--- config.mk ---
export PLATFORM = sky130hd
export DESIGN_NAME = dcd_front
export DESIGN_NICKNAME = d
export VERILOG_FILES = /design/src/sv/dcd_pkg.sv /design/src/sv/dcd_front.sv
export SDC_FILE = /design/constraint.sdc
export NUM_CORES = 1
export LEC_CHECK = 0
export ABC_CLOCK_PERIOD_IN_PS = 17500
export BUFFER_PORTS_ARGS = -buffer_cell sky130_fd_sc_hd__buf_2
export CAP_MARGIN = 20
export CORE_AREA = 2 2 155 157
export DETAILED_ROUTE_END_ITERATION = 6
export DIE_AREA = 0 0 157 159
export PLACE_DENSITY = 0.76
export SLEW_MARGIN = 20
export SYNTH_ARGS = -nofsm -noshare
export SYNTH_HDL_FRONTEND = slang
export SYNTH_SLANG_ARGS = --single-unit
--- constraint.sdc ---
create_clock -name clk -period 17.5 [get_ports clk]
set_input_delay 0.875 -clock clk [delete_from_list [all_inputs] [get_ports clk]]
set_output_delay 0.875 -clock clk [all_outputs]
set_load 0.01 [all_outputs]
--- src/sv/dcd_pkg.sv ---
// shared types and constants of the detection candidate decoder
`default_nettype none
package dcd_pkg;

  localparam int SCORE_FIELDS     = 7;
  localparam int CLASS_COUNT_DEF  = 7;

  localparam int COORD_W  = 16;
  localparam int SCORE_W  = 16;
  localparam int CLASS_W  = 3;
  localparam int PAD_W    = 10;
  localparam int INV_W    = 24;
  localparam int FRAME_W  = 13;
  localparam int PIX_W    = 13;
  localparam int CFG_IDX_W  = 3;
  localparam int CFG_DATA_W = 24;

  // corner minus pad in 1/32 pixel
  localparam int DIFF_W  = 18;
  // corner times inverse scale in 2^-21 pixel
  localparam int PROD_W  = DIFF_W + INV_W + 1;
  localparam int FRAC_BITS = 21;
  // clamped value, up to 8191 * 2^21
  localparam int CLAMP_W = FRAME_W + FRAC_BITS;

  localparam logic signed [SCORE_W-1:0] THRESHOLD_RST = 16'sd27853;
  localparam logic [PAD_W-1:0]          PAD_RST       = '0;
  localparam logic [INV_W-1:0]          INV_RST       = 24'd65536;
  localparam logic [FRAME_W-1:0]        FRAME_RST     = 13'd640;

  typedef enum logic [CFG_IDX_W-1:0] {
    CFG_SCORE_THRESHOLD = 3'd0,
    CFG_PAD_X           = 3'd1,
    CFG_PAD_Y           = 3'd2,
    CFG_INVERSE_SCALE   = 3'd3,
    CFG_FRAME_W         = 3'd4,
    CFG_FRAME_H         = 3'd5
  } cfg_index_t;

  typedef logic [SCORE_FIELDS-1:0][SCORE_W-1:0] score_vec_t;

  // per-word sideband that rides alongside the coordinate math
  typedef struct packed {
    logic                       keep;
    logic [CLASS_W-1:0]         class_id;
    logic signed [SCORE_W-1:0]  best_score;
    logic                       last;
  } meta_t;

  // load enables of the arithmetic stages behind the front stage
  typedef struct packed {
    logic s2;
    logic s3;
    logic s4;
    logic s5;
  } stage_en_t;

endpackage
`default_nettype wire

--- src/sv/dcd_front.sv ---
// first stage: class argmax, keep decision and corner offsets
`default_nettype none
module dcd_front #(
  parameter int CLASS_COUNT = dcd_pkg::CLASS_COUNT_DEF
) (
  input  wire                                   clk,
  input  wire                                   en,
  input  wire logic signed [dcd_pkg::COORD_W-1:0] center_x,
  input  wire logic signed [dcd_pkg::COORD_W-1:0] center_y,
  input  wire logic signed [dcd_pkg::COORD_W-1:0] size_w,
  input  wire logic signed [dcd_pkg::COORD_W-1:0] size_h,
  input  wire dcd_pkg::score_vec_t              scores,
  input  wire                                   last_in,
  input  wire logic signed [dcd_pkg::SCORE_W-1:0] score_threshold,
  input  wire logic [dcd_pkg::PAD_W-1:0]        pad_x,
  input  wire logic [dcd_pkg::PAD_W-1:0]        pad_y,
  output dcd_pkg::meta_t                        meta_r,
  output logic signed [dcd_pkg::DIFF_W-1:0]     dx0_r,
  output logic signed [dcd_pkg::DIFF_W-1:0]     dx1_r,
  output logic signed [dcd_pkg::DIFF_W-1:0]     dy0_r,
  output logic signed [dcd_pkg::DIFF_W-1:0]     dy1_r
);

  localparam int NCLS = (CLASS_COUNT > dcd_pkg::SCORE_FIELDS) ? dcd_pkg::SCORE_FIELDS :
                        (CLASS_COUNT < 1) ? 1 : CLASS_COUNT;

  logic signed [dcd_pkg::SCORE_W-1:0] best;
  logic [dcd_pkg::CLASS_W-1:0]        best_id;
  logic                               keep;
  logic signed [dcd_pkg::DIFF_W-1:0]  cx2, cy2, w_ext, h_ext, padx_s, pady_s;

  // strict greater-than, so the lower index wins a tie
  always_comb begin
    best    = $signed(scores[0]);
    best_id = '0;
    for (int j = 1; j < NCLS; j++) begin
      if ($signed(scores[j]) > best) begin
        best    = $signed(scores[j]);
        best_id = dcd_pkg::CLASS_W'(j);
      end
    end
  end

  assign keep = (best > score_threshold) && (size_w > 0) && (size_h > 0);

  // corners as 2*center -+ size, 1/32 pixel
  assign cx2    = {center_x[dcd_pkg::COORD_W-1], center_x, 1'b0};
  assign cy2    = {center_y[dcd_pkg::COORD_W-1], center_y, 1'b0};
  assign w_ext  = {{2{size_w[dcd_pkg::COORD_W-1]}}, size_w};
  assign h_ext  = {{2{size_h[dcd_pkg::COORD_W-1]}}, size_h};
  assign padx_s = {3'b000, pad_x, 5'b00000};
  assign pady_s = {3'b000, pad_y, 5'b00000};

  always_ff @(posedge clk) begin
    if (en) begin
      meta_r.keep       <= keep;
      meta_r.class_id   <= best_id;
      meta_r.best_score <= best;
      meta_r.last       <= last_in;
      dx0_r <= cx2 - w_ext - padx_s;
      dx1_r <= cx2 + w_ext - padx_s;
      dy0_r <= cy2 - h_ext - pady_s;
      dy1_r <= cy2 + h_ext - pady_s;
    end
  end

endmodule
`default_nettype wire

== Word level (Yosys, flattened, before mapping) ==
Index checks and enable logic that the tools add are counted.

* $add $sub $neg: 8
* $lt $le $gt $ge: 9
* Multiplexer cells: 11
* Reduce and logical (&&, ||, !) cells: 3

{| class="wikitable"
|+ Operators with widths
! cell !! number
|-
| 16-bit greater-than comparator || 7
|-
| 16-bit two-way mux || 6
|-
| 18-bit by 16-bit subtractor with 18-bit output || 4
|-
| 17-bit by 16-bit adder with 18-bit output || 2
|-
| 17-bit by 16-bit subtractor with 18-bit output || 2
|-
| 16-bit by 1-bit greater-than comparator with 1-bit output, second input constant || 2
|-
| 3-bit two-way mux || 2
|-
| 2-bit two-way mux || 2
|-
| 3-bit OR reduction || 1
|-
| 1-bit logical AND || 2
|-
| 1-bit two-way mux || 1
|}

* Register bits: 93
* Output and inout bits: 93

== Depth between registers and ports, before layout ==
* Word-level depth: 15
* Gate-level depth with buffers: 93
* Gate-level depth less buffers: 86

== Worst setup path before layout ==
OpenSTA, ideal clock, no wires.

* Path kind: in2reg
* From: input port scores[1] (netlist name)
* To: register meta_r[20] (netlist name), data pin
* Arrival time: 16.294 ns
* Required time: 17.227 ns
* Slack: 0.933 ns
* Stages on the path: 88
* Path through: inv_1 ha_1 nor2b_1 o211ai_1 a2111oi_2 nor2_1 o211ai_2 clkbuf_1 mux2i_1 ha_1 a311oi_1 nand2_1 a21oi_1 a21oi_1 and2_1 a21oi_1 o31ai_1 nand2_1 (+52 left out) a21oi_1 nor3_1 nor3_1 or3_1 clkbuf_1 clkbuf_1 nor2_1 a21oi_1 ha_1 nor2b_1 o21a_1 o21ai_0 nand2b_1 a21oi_1 o21ai_0 a221o_1 a2111oi_0 a211oi_1

* Cells in the longest elaborated chain, start to end: 15

{| class="wikitable"
|+ RTL lines
! element !! RTL line !! source
|-
| start: declaration || dcd_front.sv:12 || <nowiki>input wire dcd_pkg::score_vec_t scores,</nowiki>
|-
| 16-bit greater-than comparator || dcd_front.sv:37 || <nowiki>if ($signed(scores[j]) > best) begin</nowiki>
|-
| 16-bit two-way mux (*) || dcd_front.sv:37 ||
|-
| 16-bit greater-than comparator || dcd_front.sv:37 ||
|-
| 16-bit two-way mux (*) || dcd_front.sv:37 ||
|-
| 16-bit greater-than comparator || dcd_front.sv:37 ||
|-
| 16-bit two-way mux (*) || dcd_front.sv:37 ||
|-
| 16-bit greater-than comparator || dcd_front.sv:37 ||
|-
| 16-bit two-way mux (*) || dcd_front.sv:37 ||
|-
| 16-bit greater-than comparator || dcd_front.sv:37 ||
|-
| 16-bit two-way mux (*) || dcd_front.sv:37 ||
|-
| 16-bit greater-than comparator || dcd_front.sv:37 ||
|-
| 16-bit two-way mux (*) || dcd_front.sv:37 ||
|-
| net best (one bit) || dcd_front.sv:27 || <nowiki>logic signed [dcd_pkg::SCORE_W-1:0] best;</nowiki>
|-
| 16-bit greater-than comparator (*) || dcd_front.sv:44 || <nowiki>assign keep = (best > score_threshold) && (size_w > 0) && (size_h > 0);</nowiki>
|-
| 1-bit logical AND (*) (2 in a row) || dcd_front.sv:44 ||
|-
| net keep || dcd_front.sv:29 || <nowiki>logic keep;</nowiki>
|-
| end: declaration || dcd_front.sv:17 || <nowiki>output dcd_pkg::meta_t meta_r,</nowiki>
|}

Mark *: on every way through the listed nets, which the timed path passes. The rest lies on a longest branch.
A chain may end at the register's enable or synchronous reset.

== Worst setup path after layout ==
* From: input port scores[9] (netlist name)
* To: register meta_r[20] (netlist name), data pin

The elaborated chain is that of the path after synthesis.

==> flow_summary.yaml <==
placed_design:
  dp.cells: 1917
  place.gp.congestion: 0.924
  portBuffers: 307
  pre_cts_ws_ns: 0.0541
  dp.final_hpwl_microns: 26400
route:
  drt_iter0_drc: 629
  num_vias: 10200
  drc: 0
  wl_microns: 31200
  wl_per_cell_microns: 16.1
  viasPerCell: 5.23
  postRouteAntennaNets: 0
  drt-pass1-iter-count: 5
timing:
  fin_ws_ns: 1.21
  hold_ws_ns: 0.713
  max_freq_mhz: 61.4
  period_needed_ns: 16.29
  slew_violations: 0
  slew-limit-headroom_pct: 41.5
  hold_violations: 0
  tightestPinTransition_ns: 0.877
  finalCritPeriodShare_pct: 93.1
  setup_viol: 0
global_route:
  grt_overflow_total: 0
  antenna_found_initial: 5
  grt_max_degree: 68
  grt_first_pass_wirelength_microns: 49400
  grtUsageTotal_pct: 24.8
  grt_pass1_vias: 10200
logic_synthesis:
  synth_top_family_by_area: "adder cells"
  syn_inst: 1295
  synth_nets: 1744
  synthFlopType: "edfxtp_1"
  synthMuxAreaShare_pct: 6.47
  synth-async-reset-ratio_pct: 0
  synth_compound_area_share_pct: 15.2
  synth_area_leaders: "edfxtp_1, ha_1, inv_1, fa_1, mux2i_1"
  synth-edff-count: 93
  synth-adder-area-share_pct: 28.4
  netlist_area_sq_um: 11500
  synth_area_per_cell_sq_um: 8.88
  synth_xor_area_share_pct: 3.81
  seq_area_frac_synth_pct: 24.3
  yosysTopAreaCellShare_pct: 24.3
  synth_simple_gate_area_share_pct: 12.0
  synth.largest_area_cell: "edfxtp_1"
  yosys_warnings: 0
  ys_types: 66
  ys_ff_latch: 93
final_layout:
  final_cells: 1945
  multi_input_area_sq_um: 7720
  ff_latch_area_sq_um: 2790
  fin_util_pct: 60.3
  layout_commonest_cell: "buf_2"
  drive_above_1_share_pct: 25.3
  nNetsFinal: 2067
  mostFrequentLayoutCells: "buf_2, inv_1, ha_1"
  fillerInstances: 2048
  syn_to_final_growth_pct: 21.7
floorplanning:
  core_area_sq_um: 23200
  pin_count: 308
  dieArea_sq_um: 25000
  die_h_microns: 159
  start_util_pct: 49.6
  dieWidth_microns: 157
  fp-row-count: 56
critical_path:
  worstPathRequired_ns: 17.58
  endpoint_kind: "register"
  critPathLaunchType: "input port"
  worst_path_most_repeated_cell: "a21oi_1"
  path_class: "input port to register"
  arrival_ns: 16.38
  cp_max_fo: 18
  critPathMaxStageDelay_ns: 0.42
  critPathSlowestCell: "a2111oi_4"
power_and_ir_drop:
  cellLeakagePower_uw: 0.00718
  peakVddDrop_mv: 0.0819
  pwr_density_cell_nw_per_um2: 127
cts:
  cts_buffers: 9
  cts_tree: "built"
  ctsRootBufferMaster: "clkbuf_16"
  cts.clk_slew.worst_paths_ns: 0.07
  cts_num_sinks: 93
  htreeDepth: 3
  cts.path.max_buffers: 2
status:
  outcome: "complete, no violations"
job:
  maxCapViolCount: 0
worst_hold_path:
  hold_path_class: "input port to register"
area by class of cell:
type / count / share of cell area (%)
multi-input cells: 909 / 55.2
flip-flops and latches: 93 / 20.0
repair buffers: 331 / 12.4
inverters: 274 / 7.36
well taps: 319 / 2.85
clock buffers: 10 / 1.64
clock inverters: 5 / 0.546
diodes: 4 / 0.0716
critical path: cells and delay by family:
kind                     cells  cell delay [ns]
AND/OR/NAND/NOR             22             2.91
buffers and inverters        9             1.08
AO/OA/AOI/OAI               40             7.74
multiplexers                 6             1.76
adder cells (fa/ha/maj)      7             1.96
synth_stat cells (all sizes together) (4+ instances only):
cell,count
nand2b,23
and2,5
clkbuf,11
ha,190
o21a,10
a2111oi,4
a211oi,8
nor2b,18
a21boi,23
nor2,92
buf,8
mux2i,39
o211ai,29
a31oi,4
nor4,7
or2,4
mux2,31
xnor2,35
nor3,12
edfxtp,93
o31ai,5
nand3,31
fa,44
xor2,15
nand2,67
a21oi,72
nand4,17
or3,4
o21ai,71
a21o,18
inv,274
stage by stage:
| stage | TNS [ns] | cell area, sq um | power [uW] |
|---|---|---|---|
| final | 0 | 14000 | 1770 |
| after global routing | -0.0387 | 14000 | 1930 |
| after CTS | 0 | 13800 | 1730 |
| after detailed placement | 0 | 13500 | 1510 |
| after global placement | 0 | 13500 | 1480 |
| after floorplan | 0 | 11500 | 1180 |
what timing repair did:
| action | in CTS | in global routing |
|---|---|---|
| resized for setup | 0 | 28 |
| hold buffers | 0 | 0 |
| buffers inserted | 0 | 9 |
| setup endpoints to repair | 0 | 1 |
| hold endpoints to repair | 0 | 0 |
worst paths after layout:
path / to / slack, ns / start / cells past startpoint
setup / recovery: meta_r[20] / 1.21 / scores[9] / 84
hold / removal: meta_r[0] / 0.71 / last_in / 1
per-layer routing:
metal	global-route usage (%)	vias to the layer above	share of wire [%]
met5	0	-	0.077
met4	7.09	4	2.5
met3	6.02	52	8.0
met2	42.5	366	47
met1	31.1	4694	42
li1	-	5066	-
report_power, final:
part | internal, uW | switching [uW] | leakage (uW)
Clock | 124 | 88.7 | 0.000148
Sequential | 344 | 17.5 | 0.000911
Combinational | 511 | 685 | 0.00613
Total | 978 | 791 | 0.00718
state kept, by name, summed over array words and instances, names as in the netlist:
name	flops
meta_r	21
dx0_r	18
dx1_r	18
dy0_r	18
dy1_r	18
logic make-up (layout without fill, tap and decap cells):
group / Yosys count / after routing
AND/OR/NAND/NOR: 288 / 288
buffers and inverters: 293 / 620
multiplexers: 70 / 70
XOR/XNOR: 50 / 50
adder cells (fa/ha/maj): 235 / 235
other: 0 / 4
flip-flops: 93 / 93
AO/OA/AOI/OAI: 266 / 266
Power figures use the tool's default switching activity.
