File: config.mk
export PLATFORM = sky130hd
export DESIGN_NAME = dcd_axis
export DESIGN_NICKNAME = d
export VERILOG_FILES = /design/src/sv/dcd_pkg.sv /design/src/sv/dcd_axis.sv
export SDC_FILE = /design/constraint.sdc
export NUM_CORES = 2
export LEC_CHECK = 0
export BUFFER_PORTS_ARGS = -buffer_cell sky130_fd_sc_hd__buf_2
export CORE_UTILIZATION = 39
export DETAILED_ROUTE_END_ITERATION = 16
export PLACE_DENSITY = 0.51
export SLEW_MARGIN = 5
export SYNTH_ARGS = -nofsm -noshare
export SYNTH_HDL_FRONTEND = slang
export SYNTH_SLANG_ARGS = --single-unit
export TNS_END_PERCENT = 5
File: constraint.sdc
create_clock -name clk -period 20.2 [get_ports clk]
set_input_delay 2.02 -clock clk [delete_from_list [all_inputs] [get_ports clk]]
set_output_delay 2.02 -clock clk [all_outputs]
set_load 0.01 [all_outputs]
File: src/sv/dcd_pkg.sv
// shared types and constants of the detection candidate decoder
`default_nettype none
package dcd_pkg;

  localparam int SCORE_FIELDS     = 7;
  localparam int CLASS_COUNT_DEF  = 7;

  localparam int COORD_W  = 16;
  localparam int SCORE_W  = 16;
  localparam int CLASS_W  = 3;
  localparam int PAD_W    = 10;
  localparam int INV_W    = 24;
  localparam int FRAME_W  = 13;
  localparam int PIX_W    = 13;
  localparam int CFG_IDX_W  = 3;
  localparam int CFG_DATA_W = 24;

  // corner minus pad in 1/32 pixel
  localparam int DIFF_W  = 18;
  // corner times inverse scale in 2^-21 pixel
  localparam int PROD_W  = DIFF_W + INV_W + 1;
  localparam int FRAC_BITS = 21;
  // clamped value, up to 8191 * 2^21
  localparam int CLAMP_W = FRAME_W + FRAC_BITS;

  localparam logic signed [SCORE_W-1:0] THRESHOLD_RST = 16'sd27853;
  localparam logic [PAD_W-1:0]          PAD_RST       = '0;
  localparam logic [INV_W-1:0]          INV_RST       = 24'd65536;
  localparam logic [FRAME_W-1:0]        FRAME_RST     = 13'd640;

  typedef enum logic [CFG_IDX_W-1:0] {
    CFG_SCORE_THRESHOLD = 3'd0,
    CFG_PAD_X           = 3'd1,
    CFG_PAD_Y           = 3'd2,
    CFG_INVERSE_SCALE   = 3'd3,
    CFG_FRAME_W         = 3'd4,
    CFG_FRAME_H         = 3'd5
  } cfg_index_t;

  typedef logic [SCORE_FIELDS-1:0][SCORE_W-1:0] score_vec_t;

  // per-word sideband that rides alongside the coordinate math
  typedef struct packed {
    logic                       keep;
    logic [CLASS_W-1:0]         class_id;
    logic signed [SCORE_W-1:0]  best_score;
    logic                       last;
  } meta_t;

  // load enables of the arithmetic stages behind the front stage
  typedef struct packed {
    logic s2;
    logic s3;
    logic s4;
    logic s5;
  } stage_en_t;

endpackage
`default_nettype wire

File: src/sv/dcd_axis.sv
// one axis: scale, clamp and round the two corners into edge and extent
`default_nettype none
module dcd_axis (
  input  wire                                    clk,
  input  wire dcd_pkg::stage_en_t                en,
  input  wire logic signed [dcd_pkg::DIFF_W-1:0] d_lo,
  input  wire logic signed [dcd_pkg::DIFF_W-1:0] d_hi,
  input  wire logic [dcd_pkg::INV_W-1:0]         inverse_scale,
  input  wire logic [dcd_pkg::FRAME_W-1:0]       limit,
  input  wire                                    keep_s4,
  output logic [dcd_pkg::PIX_W-1:0]              pos_r,
  output logic [dcd_pkg::PIX_W-1:0]              size_r
);

  localparam int CW = dcd_pkg::CLAMP_W;
  localparam int FB = dcd_pkg::FRAC_BITS;
  localparam int PW = dcd_pkg::PROD_W;
  localparam int PIX_W_L = dcd_pkg::PIX_W;

  logic signed [PW-1:0] p_lo_r, p_hi_r;
  logic [CW-1:0]        c_lo_r, c_hi_r;
  logic [CW-1:0]        hi_lim;
  logic [CW-1:0]        c_lo_nxt, c_hi_nxt;
  logic signed [CW:0]   diff_r;
  logic [PIX_W_L-1:0]   pos4_r;
  logic                 keep5_r;
  logic [CW:0]          lo_rnd, diff_rnd;

  assign hi_lim = {limit, {FB{1'b0}}};

  function automatic logic [CW-1:0] clamp(input logic signed [PW-1:0] p,
                                          input logic [CW-1:0] hi);
    logic [CW-1:0] r;
    if (p[PW-1]) begin
      r = '0;
    end else if (p[PW-2:0] > (PW-1)'(hi)) begin
      r = hi;
    end else begin
      r = p[CW-1:0];
    end
    return r;
  endfunction

  assign c_lo_nxt = clamp(p_lo_r, hi_lim);
  assign c_hi_nxt = clamp(p_hi_r, hi_lim);

  // round half up
  assign lo_rnd   = {1'b0, c_lo_r} + ((CW+1)'(1) << (FB-1));
  assign diff_rnd = {1'b0, diff_r[CW-1:0]} + ((CW+1)'(1) << (FB-1));

  always_ff @(posedge clk) begin
    if (en.s2) begin
      p_lo_r <= d_lo * $signed({1'b0, inverse_scale});
      p_hi_r <= d_hi * $signed({1'b0, inverse_scale});
    end
    if (en.s3) begin
      c_lo_r <= c_lo_nxt;
      c_hi_r <= c_hi_nxt;
    end
    if (en.s4) begin
      diff_r  <= $signed({1'b0, c_hi_r}) - $signed({1'b0, c_lo_r});
      pos4_r  <= keep_s4 ? lo_rnd[FB+PIX_W_L-1:FB] : '0;
      keep5_r <= keep_s4;
    end
    if (en.s5) begin
      pos_r  <= pos4_r;
      size_r <= (keep5_r && !diff_r[CW]) ? diff_rnd[FB+PIX_W_L-1:FB] : '0;
    end
  end

endmodule
`default_nettype wire

* Word level (Yosys, flattened, before mapping)
Index checks and enable logic that the tools add are counted.
Word-level totals: bits of input ports 79, register bits 229
Cells by class: reductions and logical operators 4, $add $sub $neg 3, mux-type cells 2, multipliers 2, magnitude comparators 2
Operators by type and width (number):
- multiplier 18 x 25 -> 43 bit | 2
- greater-than comparator 42 x 34 -> 1 bit | 2
- adder 34 x 21 -> 34 bit (second input constant) | 2
- two-way mux 34 bit | 2
- subtractor 34 x 34 -> 35 bit | 1
- OR reduction 2 bit | 2
- logical AND 1 bit | 1
- zero test 1 bit | 1

* Depth between registers and ports, before layout
word-level depth 2, depth in mapped cells 26

* Worst setup path after synthesis
OpenSTA, ideal clock, no wires.
path type input to register, start input inverse_scale[10] (netlist name), end register p_lo_r[38], data pin, stages 22, setup time 0.266 ns, path slack 12.274 ns, arrival 7.660 ns, buffers on the path 2, cells stage by stage clkbuf_1 -> clkbuf_1 -> nand2_1 -> fa_1 -> fa_1 -> fa_1 -> fa_1 -> inv_1 -> fa_1 -> inv_1 -> fa_1 -> inv_1 -> ha_1 -> and4_1 -> a21oi_1 -> nand2_1 -> a221o_1 -> o211ai_2 -> a31oi_1 -> a21oi_1 -> o21ai_1 -> xor2_1
On the way: longest elaborated chain between the ends 1
Ends and longest elaborated chain:
- from (decl) | line dcd_axis.sv:8 | input wire logic [dcd_pkg::INV_W-1:0] inverse_scale,
- multiplier 18 x 25 -> 43 bit | line dcd_axis.sv:53 | p_lo_r <= d_lo * $signed({1'b0, inverse_scale});
- to (signal assigned) | line dcd_axis.sv:53
- to (decl) | line dcd_axis.sv:20 | logic signed [PW-1:0] p_lo_r, p_hi_r;
No other way between the ends. A chain may end at the register's enable or synchronous reset.

* Worst setup path in the final report
start input inverse_scale[9] (netlist name), end register p_lo_r[38], data pin
The elaborated chain is that of the path after synthesis.

==> impl_results.rst <==
.. list-table::
   :header-rows: 1

   * - Metric
     - Value
   * - Number of fill cells in the layout
     - 9783
   * - DRT Pass-1 Iters
     - 5
   * - Dpl hpwl
     - 77.9 mm
   * - RD Place Congestion
     - 0.853
   * - Unrepaired setup endpoints after global routing
     - no
   * - Max Cap Violations
     - 0
   * - Area share of the largest cell type after synthesis
     - 0.366
   * - Cell with the largest stage delay on the worst path
     - buf_2
   * - Worst-case register-to-register setup slack
     - 15.54 ns
   * - Clock tree skew after final layout
     - roughly 0.016 ns
   * - Most numerous cell on the critical path
     - fa_1
   * - Required time at the endpoint of the critical path
     - about 20 ns
   * - Gate Count Post-Synth
     - 4142
   * - Top area cells in the synthesized netlist
     - fa_1 (37%), edfxtp_1 (16%), ha_1 (11%)
   * - Synth Net Count
     - 5276
   * - Wire length of the first global-routing pass
     - between 150 and 200 mm
   * - Initial antenna violation count
     - 5
   * - Run status
     - completed
   * - Buffer cell driving the clock tree root
     - clkbuf_16
   * - Number of input and output port buffers inserted
     - 104
   * - Count of boundary I/O pins
     - 105
   * - Final setup TNS
     - 0 ns
   * - Maximum cell stage delay along the critical path
     - 0.74 ns
   * - Final net count
     - 5228
   * - Post-CTS Setup Repair Bufs
     - 0
   * - Synth async-reset ratio
     - 0
   * - Post-CTS clock slew at the launch and capture registers of the worst setup and hold paths
     - 0.06 ns
   * - Post-detailed-route count of antenna-violating nets
     - 0
   * - GRT Resource Usage Total
     - 0.205
   * - Post-synth EDFFs
     - 209
   * - Sequence of cells on the critical path
     - buf_2 > nand2_1 > fa_1 > fa_1 > fa_1 > fa_1 > inv_1 > fa_1 > inv_1 > fa_1 > inv_1 > ha_1 > and4_1 > a21oi_1 > nand2_1 > a221o_1 > o211ai_2 > a31oi_1 > a21oi_1 > o21ai_1 > xor2_1
   * - Startpoint type of the worst setup path
     - input port
   * - Worst Max-Slew Pin Slew
     - 1.23 ns
   * - Fraction of layout cells with a size suffix above 1
     - 0.0409
   * - Critical Path Fanout Max
     - 36
   * - Reg-to-reg endpoint
     - c_hi_r[20]$_SDFFCE_PP0P_
   * - Start point of the worst min-delay path
     - pos4_r[8]$_SDFFCE_PN0P_
   * - Cell area after technology mapping
     - 38500 um^2
   * - Most frequently used flop master after synthesis
     - edfxtp_1
   * - Final period utilization
     - 0.403
   * - Post-route DRC violation count
     - 0
   * - Startpoint of the worst register-to-register path
     - p_hi_r[21]$_DFFE_PP_
   * - Part of the Yosys area used for sequential elements
     - 0.163
   * - Mean instance size in the synthesized netlist
     - between 9 and 10 um^2
   * - Standard-cell rows
     - 114
   * - Average wire per standard cell
     - 18.5 um
   * - DIE HEIGHT
     - 316 um
   * - Final setup violation count
     - 0
   * - Total congestion overflow
     - 0
   * - TritonCTS clock tree
     - built
   * - Initial standard-cell utilization of the core
     - 0.396
   * - Max_slew headroom
     - 0.172
   * - Count of warnings emitted by yosys
     - 0
   * - Number of cells on the worst reg-to-reg path
     - 10
   * - Total count of max-transition violations in the final report
     - 0
   * - Maximum operating frequency
     - between 100 and 150 MHz
   * - Die width
     - 316 um
   * - Core Region
     - ~100000 um^2
   * - Clock network latency to the later pin of the worst-skew pair
     - 0.54 ns
   * - Area growth from synthesis to layout
     - 6.07%
   * - Bufs on Longest Clock Path
     - 3
   * - Num CTS Buffers
     - 25
   * - Most common cell after layout, fill and taps aside
     - inv_1
   * - Yosys cell types
     - 67
   * - Detailed router's first-iteration violation count
     - 1372
   * - Vias per std cell
     - 4.97
   * - Kind of capture point of the worst setup path
     - register
   * - Number of hold-repair buffers added at the cts stage
     - 0
   * - Number of hold violations in the final report
     - 0
   * - Hold Crit Depth
     - 0
   * - Post-detailed-routing wire length
     - 99.4 mm
   * - Arrival time at the worst endpoint
     - between 8 and 9 ns
   * - Number of levels the H-tree was split into
     - 1
   * - Largest net degree at the start of global routing
     - 69
   * - Count of state elements after synthesis
     - 209
   * - TritonCTS sink count
     - roughly 210
   * - Top library cells by usage in the layout, fill and taps aside
     - inv_1 (959), fa_1 (704), nand2_1 (565)
   * - Vias
     - between 20000 and 30000
   * - Endpoint, Worst Hold
     - pos_r[8]$_DFFE_PP_
   * - Area of combinational cells with multiple inputs
     - 27900 um^2
   * - Kind of critical path
     - input port to register
   * - Post-cts repair resize count
     - 0
   * - Worst Hold Class
     - register to register
   * - Number of global-route vias before repair
     - about 28000
   * - Cell taking the most area after synthesis
     - fa_1
   * - Fin crit period
     - around 8.1 ns
   * - Die area
     - approximately 100000 um^2
   * - Sequential standard cell area
     - 6280 um^2
-- state kept, by name, indices dropped and copies added (netlist names) --
name     count
c_lo_r      34
c_hi_r      34
pos_r       13
p_hi_r      43
p_lo_r      43
pos4_r      13
diff_r      15
keep5_r      1
size_r      13
-- cells in the mapped netlist, types with 3 or more instances --
cell type / instances
o21a_1: 19
nor4_1: 13
o211ai_1: 4
xnor2_1: 67
o21ai_1: 15
mux2i_1: 13
nand3_1: 45
or3_1: 8
edfxtp_1: 209
fa_1: 704
o21ai_0: 66
clkbuf_1: 194
a21boi_0: 4
a221o_1: 3
and4_1: 3
a211o_1: 3
a21oi_1: 114
and3_1: 16
and2_1: 384
a31oi_1: 17
a211oi_2: 3
nor2_1: 112
a211oi_1: 10
ha_1: 351
o21bai_1: 18
nand2_1: 565
nand2b_1: 29
o2111ai_1: 4
nand4_1: 21
xor2_1: 36
nor3_1: 14
a41oi_1: 3
a21o_1: 54
inv_1: 959
nor2b_1: 18
-- per-layer routing --
layer  vias to the layer above  global-route usage  share of wire
met5                         -                   0        0.00026
met4                         6              0.0345          0.015
met3                        80              0.0162          0.038
met2                       526               0.349           0.48
met1                     13705               0.288           0.46
li1                      12464                   -              -
-- worst max-delay path, delay by kind of cell --
family | cells | cell delay [ns]
XOR/XNOR | 1 | 0.15
AO/OA/AOI/OAI | 6 | 1.44
buffers and inverters | 4 | 0.88
adder cells (fa/ha/maj) | 7 | 3.39
AND/OR/NAND/NOR | 3 | 0.51
-- kinds of logic after synthesis --
logic type                 after synthesis  synth area share
xor gates and xnor gates               103            0.0234
AOI/OAI and AO/OA                      362            0.0592
muxes                                   13           0.00338
DFF                                    209             0.163
and+or+nand+nor                       1245             0.158
adders and majority gates             1055             0.480
buffers and inverters                 1155             0.113
-- layout make-up --
cell class,instances,area share
Antenna cell,1,0.0000613
Tap cell,1276,0.0391
Inverter,959,0.0882
Clock buffer,29,0.0157
Clock inverter,15,0.00454
Timing Repair Buffer,121,0.0159
Sequential cell,209,0.154
Multi-Input combinational cell,2778,0.683
-- worst max path at each step --
stage                       from                   end  depth (start not counted)
6_report        inverse_scale[9]  p_lo_r[38]$_DFFE_PP_                         21
5_1_grt         inverse_scale[9]  p_lo_r[38]$_DFFE_PP_                         21
3_3_place_gp    inverse_scale[9]  p_lo_r[38]$_DFFE_PP_                         21
2_1_floorplan  inverse_scale[10]  p_lo_r[38]$_DFFE_PP_                         22
4_1_cts         inverse_scale[7]  p_hi_r[39]$_DFFE_PP_                         23
3_5_place_dp    inverse_scale[7]  p_hi_r[39]$_DFFE_PP_                         23
-- metrics by stage --
stage          instance area, um^2  instances   util  setup slack (ns)  hold WS [ns]
2_1_floorplan                38500       4142      -             12.27         0.400
3_3_place_gp                 40000       5343  0.411             11.59         0.405
6_report                     40800       5388  0.420             12.06         0.421
3_5_place_dp                 40000       5343  0.411             11.52         0.408
4_1_cts                      40800       5387  0.420             12.09         0.422
5_1_grt                      40800       5387  0.420             11.78         0.426
Power is left out: the tool's default activity adds up to more than one toggle a clock period on the data nets, which glitch-free logic cannot reach.
